File: config.mk
export PLATFORM = sky130hd
export DESIGN_NAME = ordered_timer_queue_core
export DESIGN_NICKNAME = d
export VERILOG_FILES = /design/src/rtl/otq_pkg.sv /design/src/rtl/ordered_timer_queue_core.sv /design/src/rtl/otq_cmp.sv
export SDC_FILE = /design/constraint.sdc
export NUM_CORES = 2
export LEC_CHECK = 0
export BUFFER_PORTS_ARGS = -buffer_cell sky130_fd_sc_hd__buf_4
export CORE_MARGIN = 2
export CORE_UTILIZATION = 60
export DETAILED_ROUTE_END_ITERATION = 16
export GPL_TIMING_DRIVEN = 0
export PLACE_DENSITY = 0.77
export REMOVE_ABC_BUFFERS = 1
export SETUP_SLACK_MARGIN = 0.02
export SLEW_MARGIN = 20
export SYNTH_ARGS = -nofsm -noshare
export SYNTH_HDL_FRONTEND = slang
export SYNTH_SLANG_ARGS = --single-unit
File: constraint.sdc
create_clock -name aclk -period 8.45 [get_ports aclk]
set_input_delay 1.2675 -clock aclk [delete_from_list [all_inputs] [get_ports aclk]]
set_output_delay 1.2675 -clock aclk [all_outputs]
set_load 0.1 [all_outputs]
File: src/rtl/otq_pkg.sv
`timescale 1ns / 1ps

package otq_pkg;

    // Table size and per-expire fire limit
    localparam int OTQ_DEPTH  = 16;
    localparam int MAX_FIRE   = 16;
    localparam int FIRE_CNT_W = $clog2(MAX_FIRE + 1);

    // Field widths
    localparam int OP_W   = 2;
    localparam int TIME_W = 48;
    localparam int IVL_W  = 32;
    localparam int ID_W   = 32;
    localparam int CAP_W  = 27;
    localparam int TMO_W  = 28;
    localparam int KIND_W = 3;

    // One day in milliseconds
    localparam logic [CAP_W-1:0] CAP_RESET = CAP_W'(24 * 60 * 60 * 1000);

    typedef enum logic [OP_W-1:0] {
        OP_ADD    = 2'd0,
        OP_CANCEL = 2'd1,
        OP_EXPIRE = 2'd2,
        OP_QUERY  = 2'd3
    } op_t;

    typedef enum logic [KIND_W-1:0] {
        KIND_ADDED     = 3'd0,
        KIND_FULL      = 3'd1,
        KIND_CANCELLED = 3'd2,
        KIND_NOT_FOUND = 3'd3,
        KIND_FIRED     = 3'd4,
        KIND_NONE_DUE  = 3'd5,
        KIND_TIMEOUT   = 3'd6
    } kind_t;

    // One timer table entry
    typedef struct packed {
        logic [TIME_W-1:0] expiry;
        logic [IVL_W-1:0]  interval;
        logic [ID_W-1:0]   id;
    } entry_t;

    // Compare unit results
    typedef struct packed {
        logic due;       // candidate expiry <= now
        logic exp_lt;    // candidate expiry < best expiry
        logic order_lt;  // candidate before best by (expiry, id)
        logic id_match;  // candidate id == key
    } cmp_t;

endpackage

File: src/rtl/ordered_timer_queue_core.sv
`timescale 1ns / 1ps
// Ordered timer queue: a table of DEPTH timers with repeat support.
// Input channel s_*: one command word per handshake (add, cancel, expire, query).
// Result channel m_*: one or more result words per command, m_last on the final one.
// Config channel cfg_*: writes the query cap; always ready, take effect at once.
// Commands run one at a time; s_ready is high only while the block is idle.
// Steps per command; every table scan reads one entry per cycle from a table
// memory with registered read data:
//   add     : walks the valid bits for the lowest free slot
//   cancel  : one scan for the entry with the given id
//   query   : one scan, then a clamp to the cap unless the table is empty
//   expire  : one scan per fired timer plus a closing scan that finds none due,
//             at most 16 timers fired per command; after the sixteenth fire the
//             closing scan is skipped and the final word follows
// A result word waits in the output register until taken; a stalled receiver
// holds the sequencer at its next result, nothing is dropped.
// Reset clears all slots, sets the next id to one and the cap to one day.
// No clearing pass follows reset: valid bits are flip-flops.
module ordered_timer_queue_core #(
    parameter int DEPTH = otq_pkg::OTQ_DEPTH
) (
    input  logic                                  aclk,
    input  logic                                  aresetn,
    input  logic                                  s_valid,
    output logic                                  s_ready,
    input  logic [otq_pkg::OP_W-1:0]              s_op,
    input  logic [otq_pkg::TIME_W-1:0]            s_now_ms,
    input  logic [otq_pkg::TIME_W-1:0]            s_first_expiry_ms,
    input  logic [otq_pkg::IVL_W-1:0]             s_interval_ms,
    input  logic [otq_pkg::ID_W-1:0]              s_cancel_id,
    output logic                                  m_valid,
    input  logic                                  m_ready,
    output logic [otq_pkg::KIND_W-1:0]            m_kind,
    output logic [otq_pkg::ID_W-1:0]              m_timer_id,
    output logic signed [otq_pkg::TMO_W-1:0]      m_timeout_ms,
    output logic                                  m_last,
    input  logic                                  cfg_valid,
    output logic                                  cfg_ready,
    input  logic [otq_pkg::CAP_W-1:0]             cfg_timeout_cap_ms
);
    import otq_pkg::*;

    localparam int IW = $clog2(DEPTH);
    localparam logic [IW-1:0] LAST_IDX = IW'(DEPTH - 1);

    typedef enum logic [2:0] {
        ST_IDLE,
        ST_ADD,
        ST_SCAN,
        ST_DECIDE,
        ST_QCAP
    } state_t;

    state_t              state_reg;
    op_t                 op_reg;
    logic [TIME_W-1:0]   now_reg;
    logic [TIME_W-1:0]   first_reg;
    logic [IVL_W-1:0]    ivl_reg;
    logic [ID_W-1:0]     cid_reg;
    logic [CAP_W-1:0]    cap_reg;
    logic [ID_W-1:0]     next_id_reg;
    logic [DEPTH-1:0]    slot_valid_reg;
    logic [DEPTH-1:0]    fired_reg;

    logic [IW-1:0]       scan_idx_reg;
    logic                scan_run_reg;
    logic                rd_vld_reg;
    logic [IW-1:0]       rd_idx_reg;
    entry_t              rd_data_reg;
    entry_t              mem [DEPTH];

    logic                best_vld_reg;
    logic [IW-1:0]       best_idx_reg;
    logic [TIME_W-1:0]   best_exp_reg;
    logic [ID_W-1:0]     best_id_reg;
    logic [IVL_W-1:0]    best_ivl_reg;
    logic                pend_vld_reg;
    logic [ID_W-1:0]     pend_id_reg;
    logic [FIRE_CNT_W-1:0] fire_cnt_reg;
    logic [TIME_W:0]     diff_reg;

    logic                out_put_reg;
    logic                out_take_reg;
    kind_t               out_kind_reg;
    logic [ID_W-1:0]     out_id_reg;
    logic [TMO_W-1:0]    out_tmo_reg;
    logic                out_last_reg;

    cmp_t                cmp;
    logic                out_vld;
    logic                out_free;
    logic                take;
    logic                add_go;
    logic                fire_go;
    logic                wr_en;
    logic [IW-1:0]       wr_idx;
    entry_t              wr_data;
    logic [TIME_W:0]     sum_wide;
    logic [TIME_W-1:0]   new_exp;
    logic [ID_W-1:0]     next_id_inc;
    logic [FIRE_CNT_W-1:0] fire_cnt_inc;
    logic [CAP_W-1:0]    cap_eff;
    logic                q_due;
    logic [CAP_W-1:0]    q_left;

    // Output word is held while the load and take toggles differ
    assign out_vld = out_put_reg ^ out_take_reg;

    // Ports
    assign s_ready      = (state_reg == ST_IDLE);
    assign cfg_ready    = 1'b1;
    assign m_valid      = out_vld;
    assign m_kind       = out_kind_reg;
    assign m_timer_id   = out_id_reg;
    assign m_timeout_ms = out_tmo_reg;
    assign m_last       = out_last_reg;

    assign out_free = !out_vld || m_ready;

    // Shared compare unit: current read entry against the best so far
    otq_cmp u_cmp (
        .cand_exp (rd_data_reg.expiry),
        .cand_id  (rd_data_reg.id),
        .best_exp (best_exp_reg),
        .best_id  (best_id_reg),
        .now_ms   (now_reg),
        .key_id   (cid_reg),
        .res      (cmp)
    );

    // Scan selection per command
    always_comb begin
        case (op_reg)
            OP_CANCEL: take = rd_vld_reg && slot_valid_reg[rd_idx_reg] && cmp.id_match
                              && (cid_reg != '0) && !best_vld_reg;
            OP_EXPIRE: take = rd_vld_reg && slot_valid_reg[rd_idx_reg]
                              && !fired_reg[rd_idx_reg] && cmp.due
                              && (!best_vld_reg || cmp.order_lt);
            OP_QUERY:  take = rd_vld_reg && slot_valid_reg[rd_idx_reg]
                              && (!best_vld_reg || cmp.exp_lt);
            default:   take = 1'b0;
        endcase
    end

    // Table write triggers
    assign add_go  = (state_reg == ST_ADD) && !slot_valid_reg[scan_idx_reg] && out_free;
    assign fire_go = (state_reg == ST_DECIDE) && (op_reg == OP_EXPIRE) && best_vld_reg
                     && (!pend_vld_reg || out_free);

    // Repeat rearm, saturating at the top of the time range
    assign sum_wide = {1'b0, now_reg} + (TIME_W + 1)'(best_ivl_reg);
    assign new_exp  = sum_wide[TIME_W] ? {TIME_W{1'b1}} : sum_wide[TIME_W-1:0];

    // Id counter skips zero
    assign next_id_inc  = (next_id_reg + 1'b1 == '0) ? ID_W'(1) : next_id_reg + 1'b1;
    assign fire_cnt_inc = fire_cnt_reg + 1'b1;

    // Query cap and answer
    assign cap_eff = (cap_reg == '0) ? CAP_W'(1) : cap_reg;
    assign q_due   = diff_reg[TIME_W] || (diff_reg == '0);
    assign q_left  = (diff_reg < (TIME_W + 1)'(cap_eff)) ? diff_reg[CAP_W-1:0] : cap_eff;

    // Table write port
    always_comb begin
        wr_en   = add_go || (fire_go && (best_ivl_reg != '0));
        wr_idx  = add_go ? scan_idx_reg : best_idx_reg;
        wr_data = add_go ? entry_t'{expiry: first_reg, interval: ivl_reg, id: next_id_reg}
                         : entry_t'{expiry: new_exp, interval: best_ivl_reg, id: best_id_reg};
    end

    // Timer table memory, one write and one registered read per cycle
    always_ff @(posedge aclk) begin
        if (wr_en) begin
            mem[wr_idx] <= wr_data;
        end
        rd_data_reg <= mem[scan_idx_reg];
    end

    // Sequencer
    always_ff @(posedge aclk) begin
        if (!aresetn) begin
            state_reg      <= ST_IDLE;
            cap_reg        <= CAP_RESET;
            next_id_reg    <= ID_W'(1);
            slot_valid_reg <= '0;
            fired_reg      <= '0;
            scan_run_reg   <= 1'b0;
            rd_vld_reg     <= 1'b0;
            best_vld_reg   <= 1'b0;
            pend_vld_reg   <= 1'b0;
            fire_cnt_reg   <= '0;
            out_put_reg    <= 1'b0;
            out_take_reg   <= 1'b0;
        end else begin
            if (cfg_valid) begin
                cap_reg <= cfg_timeout_cap_ms;
            end
            if (out_vld && m_ready) begin
                out_take_reg <= !out_take_reg;
            end
            rd_vld_reg <= scan_run_reg;
            rd_idx_reg <= scan_idx_reg;

            case (state_reg)
                ST_IDLE: begin
                    if (s_valid) begin
                        op_reg       <= op_t'(s_op);
                        now_reg      <= s_now_ms;
                        first_reg    <= s_first_expiry_ms;
                        ivl_reg      <= s_interval_ms;
                        cid_reg      <= s_cancel_id;
                        scan_idx_reg <= '0;
                        best_vld_reg <= 1'b0;
                        pend_vld_reg <= 1'b0;
                        fire_cnt_reg <= '0;
                        fired_reg    <= '0;
                        if (op_t'(s_op) == OP_ADD) begin
                            state_reg <= ST_ADD;
                        end else begin
                            scan_run_reg <= 1'b1;
                            state_reg    <= ST_SCAN;
                        end
                    end
                end

                // Walk valid bits for the lowest free slot
                ST_ADD: begin
                    if (add_go) begin
                        slot_valid_reg[scan_idx_reg] <= 1'b1;
                        next_id_reg  <= next_id_inc;
                        out_put_reg  <= !out_put_reg;
                        out_kind_reg <= KIND_ADDED;
                        out_id_reg   <= next_id_reg;
                        out_tmo_reg  <= '0;
                        out_last_reg <= 1'b1;
                        state_reg    <= ST_IDLE;
                    end else if (slot_valid_reg[scan_idx_reg]) begin
                        if (scan_idx_reg == LAST_IDX) begin
                            if (out_free) begin
                                out_put_reg  <= !out_put_reg;
                                out_kind_reg <= KIND_FULL;
                                out_id_reg   <= '0;
                                out_tmo_reg  <= '0;
                                out_last_reg <= 1'b1;
                                state_reg    <= ST_IDLE;
                            end
                        end else begin
                            scan_idx_reg <= scan_idx_reg + 1'b1;
                        end
                    end
                end

                // One entry per cycle through the compare unit
                ST_SCAN: begin
                    if (scan_run_reg) begin
                        if (scan_idx_reg == LAST_IDX) begin
                            scan_run_reg <= 1'b0;
                        end else begin
                            scan_idx_reg <= scan_idx_reg + 1'b1;
                        end
                    end
                    if (take) begin
                        best_vld_reg <= 1'b1;
                        best_idx_reg <= rd_idx_reg;
                        best_exp_reg <= rd_data_reg.expiry;
                        best_id_reg  <= rd_data_reg.id;
                        best_ivl_reg <= rd_data_reg.interval;
                    end
                    if (rd_vld_reg && (rd_idx_reg == LAST_IDX)) begin
                        state_reg <= ST_DECIDE;
                    end
                end

                ST_DECIDE: begin
                    case (op_reg)
                        OP_CANCEL: begin
                            if (out_free) begin
                                out_put_reg  <= !out_put_reg;
                                out_tmo_reg  <= '0;
                                out_last_reg <= 1'b1;
                                if (best_vld_reg) begin
                                    slot_valid_reg[best_idx_reg] <= 1'b0;
                                    out_kind_reg <= KIND_CANCELLED;
                                    out_id_reg   <= cid_reg;
                                end else begin
                                    out_kind_reg <= KIND_NOT_FOUND;
                                    out_id_reg   <= '0;
                                end
                                state_reg <= ST_IDLE;
                            end
                        end

                        // Fired id is held back one round so the final one gets last
                        OP_EXPIRE: begin
                            if (best_vld_reg) begin
                                if (fire_go) begin
                                    if (pend_vld_reg) begin
                                        out_put_reg  <= !out_put_reg;
                                        out_kind_reg <= KIND_FIRED;
                                        out_id_reg   <= pend_id_reg;
                                        out_tmo_reg  <= '0;
                                        out_last_reg <= 1'b0;
                                    end
                                    pend_vld_reg           <= 1'b1;
                                    pend_id_reg            <= best_id_reg;
                                    fired_reg[best_idx_reg] <= 1'b1;
                                    if (best_ivl_reg == '0) begin
                                        slot_valid_reg[best_idx_reg] <= 1'b0;
                                    end
                                    fire_cnt_reg <= fire_cnt_inc;
                                    best_vld_reg <= 1'b0;
                                    if (fire_cnt_inc != FIRE_CNT_W'(MAX_FIRE)) begin
                                        scan_idx_reg <= '0;
                                        scan_run_reg <= 1'b1;
                                        state_reg    <= ST_SCAN;
                                    end
                                end
                            end else if (out_free) begin
                                out_put_reg  <= !out_put_reg;
                                out_kind_reg <= pend_vld_reg ? KIND_FIRED : KIND_NONE_DUE;
                                out_id_reg   <= pend_vld_reg ? pend_id_reg : '0;
                                out_tmo_reg  <= '0;
                                out_last_reg <= 1'b1;
                                pend_vld_reg <= 1'b0;
                                state_reg    <= ST_IDLE;
                            end
                        end

                        OP_QUERY: begin
                            if (best_vld_reg) begin
                                diff_reg  <= {1'b0, best_exp_reg} - {1'b0, now_reg};
                                state_reg <= ST_QCAP;
                            end else if (out_free) begin
                                out_put_reg  <= !out_put_reg;
                                out_kind_reg <= KIND_TIMEOUT;
                                out_id_reg   <= '0;
                                out_tmo_reg  <= {TMO_W{1'b1}};
                                out_last_reg <= 1'b1;
                                state_reg    <= ST_IDLE;
                            end
                        end

                        default: begin
                            state_reg <= ST_IDLE;
                        end
                    endcase
                end

                // Clamp time left to the cap
                ST_QCAP: begin
                    if (out_free) begin
                        out_put_reg  <= !out_put_reg;
                        out_kind_reg <= KIND_TIMEOUT;
                        out_id_reg   <= '0;
                        out_tmo_reg  <= q_due ? '0 : TMO_W'(q_left);
                        out_last_reg <= 1'b1;
                        state_reg    <= ST_IDLE;
                    end
                end

                default: begin
                    state_reg <= ST_IDLE;
                end
            endcase
        end
    end

endmodule

File: src/rtl/otq_cmp.sv
`timescale 1ns / 1ps

module otq_cmp (
    input  logic [otq_pkg::TIME_W-1:0] cand_exp,
    input  logic [otq_pkg::ID_W-1:0]   cand_id,
    input  logic [otq_pkg::TIME_W-1:0] best_exp,
    input  logic [otq_pkg::ID_W-1:0]   best_id,
    input  logic [otq_pkg::TIME_W-1:0] now_ms,
    input  logic [otq_pkg::ID_W-1:0]   key_id,
    output otq_pkg::cmp_t              res
);
    import otq_pkg::*;

    logic exp_eq;
    logic exp_lt;
    logic id_lt;

    // Shared compares used by the expire and query scans
    assign exp_eq = (cand_exp == best_exp);
    assign exp_lt = (cand_exp < best_exp);
    assign id_lt  = (cand_id < best_id);

    assign res.due      = (cand_exp <= now_ms);
    assign res.exp_lt   = exp_lt;
    assign res.order_lt = exp_lt || (exp_eq && id_lt);
    assign res.id_match = (cand_id == key_id);

endmodule

==> qor.yml <==
setup_violations: 0
ir_drop_mv: 0.2422
gp_congestion: 0.9214
nFillCells: 9709
postSynthAreaPerCell_um2: 17.41
hold_class: "reg -> reg"
ctsLongestPathBuffers: 3
num_rows: 150
syn_inst: 5812
fin_nets: 6750
die_h_um: 414.6
period_share_pct: 80.27
dieArea_um2: 171900
yosys_most_used_dff: "edfxtp_1"
syn2layout_area_growth_pct: 17.79
rr_startpoint: "best_ivl_reg[1]$_DFFE_PP_"
p_leak_uw: 0.04071
clock-sinks: 2440
holdBufCountCts: 0
avgRoutedWirePerCell_um: 33.42
die_x_um: 414.6
grt_max_degree: 89
synth_cell_types: 91
timing.final.hold_violations: 0
yosysWarnings: 0
drtAntennaViolNets: 0
grt.total_usage_pct: 34.01
ys_seq_area_share_pct: 70.27
final_area_um2: 119200
min_from: "rd_data_reg[47]$_DFF_P_"
syn_area_um2: 101200
crit_path_end_kind: "register"
holdPathEnd: "best_ivl_reg[15]$_DFFE_PP_"
crit_arrival_ps: 7330
max_slew_margin_pct: 17.61
p_per_area_nw_per_um2: 230.8
dr.pass1.iters: 8
worst_pin_slew_ps: 1224
post_cts_buffers: 0
slew_violations: 0
dpl.hpwl_mm: 188.7
initial_core_util_pct: 60.43
grt_pass1_wl_mm: 422.9
cts_tree: "done"
dpl_cell_area_um2: 111500
largest_reg_flops: 1792
worstPathMaxFanout: 16
clk_latency_ps: 910
rsz0062_at_grt: "false"
post_cts_resized: 0
synth_edf_count: 2223
port_buffers: 259
worstPathRequired_ps: 8990
reg2regPathDepth: 13
totalWireLength_mm: 291.5
io_pins: 261
fin_crit_ps: 6782
drt_iter0_markers: 9207
via_count: 60410
max_freq_mhz: 147.4
cts_max_level: 4
synthArstFlopShare_pct: 0
core_um2: 167400
crit_path_start_kind: "register"
fin_tns_setup_ps: 0
regToRegEndpoint: "mem[5][67]$_DFFE_PP_"
hold_depth: 0
r2r_slack_ps: 1670
fin_worst_skew_ps: 76.11
antenna_found_initial: 4
cts_made_buffers: 229
max_cap_violations: 0
synth_seq_cells: 2440
criticalPathCategory: "reg -> reg"
overflow: 0
status: "finished, final reports clean"
final_layout_size_suffix_gt1_share_pct: 24.97
detail_route.vias_per_cell: 6.926
remaining_drc_errors: 0
first_global_vias: 61320
clkTransAtPathRegs_ps: 70
cts.root.buffer_cell: "clkbuf_16"
## power by group
part / total [uW] / leakage, uW / internal [uW] / switching, uW
Sequential: 13900 / 0.0219 / 13600 / 295
Combinational: 3160 / 0.0152 / 1440 / 1720
Clock: 10400 / 0.00367 / 5790 / 4630
## kinds of logic (layout without fill, tap and decap cells)
| kind of cell | count (synthesis) | in the layout | synth area share [%] |
|---|---|---|---|
| DFF | 2440 | 2440 | 70.27 |
| other | 1 | 3 | 0.003707 |
| buffers and inverters | 496 | 1201 | 1.892 |
| adders and majority gates | 242 | 242 | 3.008 |
| xor gates and xnor gates | 156 | 156 | 1.350 |
| muxes | 597 | 597 | 12.98 |
| and+or+nand+nor | 1065 | 1065 | 5.132 |
| AOI/OAI and AO/OA | 815 | 815 | 5.359 |
## cell type report
type,count,area [um2],share of cell area (%)
clock buffers,317,6284,5.273
diodes,2,5.005,0.004200
inverters,189,709.4,0.5953
multi-input cells,2876,28650,24.04
repair buffers,578,8389,7.040
well taps,2204,2758,2.314
clock inverters,117,1281,1.075
flip-flops and latches,2440,71100,59.66
## critical path, cell delays in order (launching register included)
cell and delay (ps):
edfxtp_1 740, inv_1 220, fa_1 480, nand2b_1 190
a21oi_1 260, a2111o_1 230, a21oi_1 170, o21ai_1 680
a31oi_1 220, nor3_2 910, nand4_1 840, buf_6 440
buf_6 180, a31oi_2 800
## Yosys cell counts (6+ instances only)
master | number | area share [%]
a2111oi_0 | 6 | 0.052
a211oi_1 | 15 | 0.11
a21boi_0 | 20 | 0.15
a21o_1 | 146 | 1.1
a21oi_1 | 231 | 1.1
a21oi_2 | 19 | 0.16
a221oi_1 | 6 | 0.052
a22oi_1 | 34 | 0.25
a31oi_1 | 48 | 0.30
a41oi_1 | 6 | 0.052
and2_1 | 29 | 0.18
and3_1 | 18 | 0.11
and4_1 | 12 | 0.10
buf_1 | 35 | 0.13
buf_2 | 14 | 0.069
clkbuf_1 | 253 | 0.94
dfxtp_1 | 217 | 4.3
edfxtp_1 | 2223 | 66
ha_1 | 240 | 3.0
inv_1 | 189 | 0.70
mux2i_1 | 25 | 0.25
mux4_2 | 572 | 13
nand2_1 | 363 | 1.3
nand2b_1 | 25 | 0.15
nand3_1 | 107 | 0.53
nand3_2 | 10 | 0.099
nand4_1 | 76 | 0.47
nor2_1 | 201 | 0.75
nor2b_1 | 50 | 0.31
nor3_1 | 35 | 0.17
nor4_1 | 101 | 0.62
o2111ai_1 | 6 | 0.052
o211ai_1 | 17 | 0.13
o21a_1 | 22 | 0.16
o21ai_0 | 117 | 0.58
o21bai_1 | 8 | 0.059
o221ai_1 | 35 | 0.30
o22ai_1 | 6 | 0.037
o31ai_1 | 13 | 0.096
or2_2 | 7 | 0.043
or3_1 | 7 | 0.043
xnor2_1 | 98 | 0.85
xor2_1 | 58 | 0.50
## placed cells by master (no fill, tap or decap), types with 34 or more instances in the layout
master and n:
nor2b_1 49, clkbuf_1 68, edfxtp_1 2223, buf_16 128
o221ai_1 35, xor2_1 58, nor2_1 184, a22oi_1 34
nor4_1 101, buf_8 87, ha_1 240, nand3_1 107
nor3_1 34, clkbuf_16 231, buf_4 283, a21o_1 146
inv_1 189, xnor2_1 98, nand4_1 76, dfxtp_1 217
mux4_2 572, a21oi_1 221, clkinv_2 42, buf_12 61
nand2_1 359, o21ai_0 85
## routing by layer
layer  track usage (%)  part of all wire, %  up-vias  wire [um]
met1             44.34                   35    30470     100600
li1                  -                    -    24340          -
met3             6.386                   11      979      31700
met4             18.91                  6.6        0      19110
met5                 0                    0        -          0
met2             54.62                   48     4626     140100
## worst max path at each step
stage | startpoint | to | slack (ps) | cells after the start
floorplan | scan_idx_reg[0]$_SDFFCE_PN0P_ | mem[3][0]$_DFFE_PP_ | -24560 | 6
global placement | scan_idx_reg[0]$_SDFFCE_PN0P_ | mem[3][105]$_DFFE_PP_ | -51280 | 6
detailed placement | best_ivl_reg[1]$_DFFE_PP_ | mem[5][69]$_DFFE_PP_ | 1930 | 13
CTS | best_ivl_reg[1]$_DFFE_PP_ | mem[2][70]$_DFFE_PP_ | 1710 | 13
global route | best_ivl_reg[1]$_DFFE_PP_ | mem[5][67]$_DFFE_PP_ | 1720 | 13
finish | best_ivl_reg[1]$_DFFE_PP_ | mem[5][67]$_DFFE_PP_ | 1670 | 13
## per-stage QoR
stage	std cells	total power, uW	utilization [%]	hold slack, ps	setup WS [ps]
finish	8723	27510	71.19	405.9	1668
floorplan	5505	16730	-	385.5	-24560
global placement	7968	18170	62.52	385.3	-51280
global route	8721	28150	71.18	410.5	1724
CTS	8720	27500	71.10	405.2	1709
detailed placement	8286	17200	66.58	388.7	1927
No activity file was read; power rests on OpenSTA's default activity.
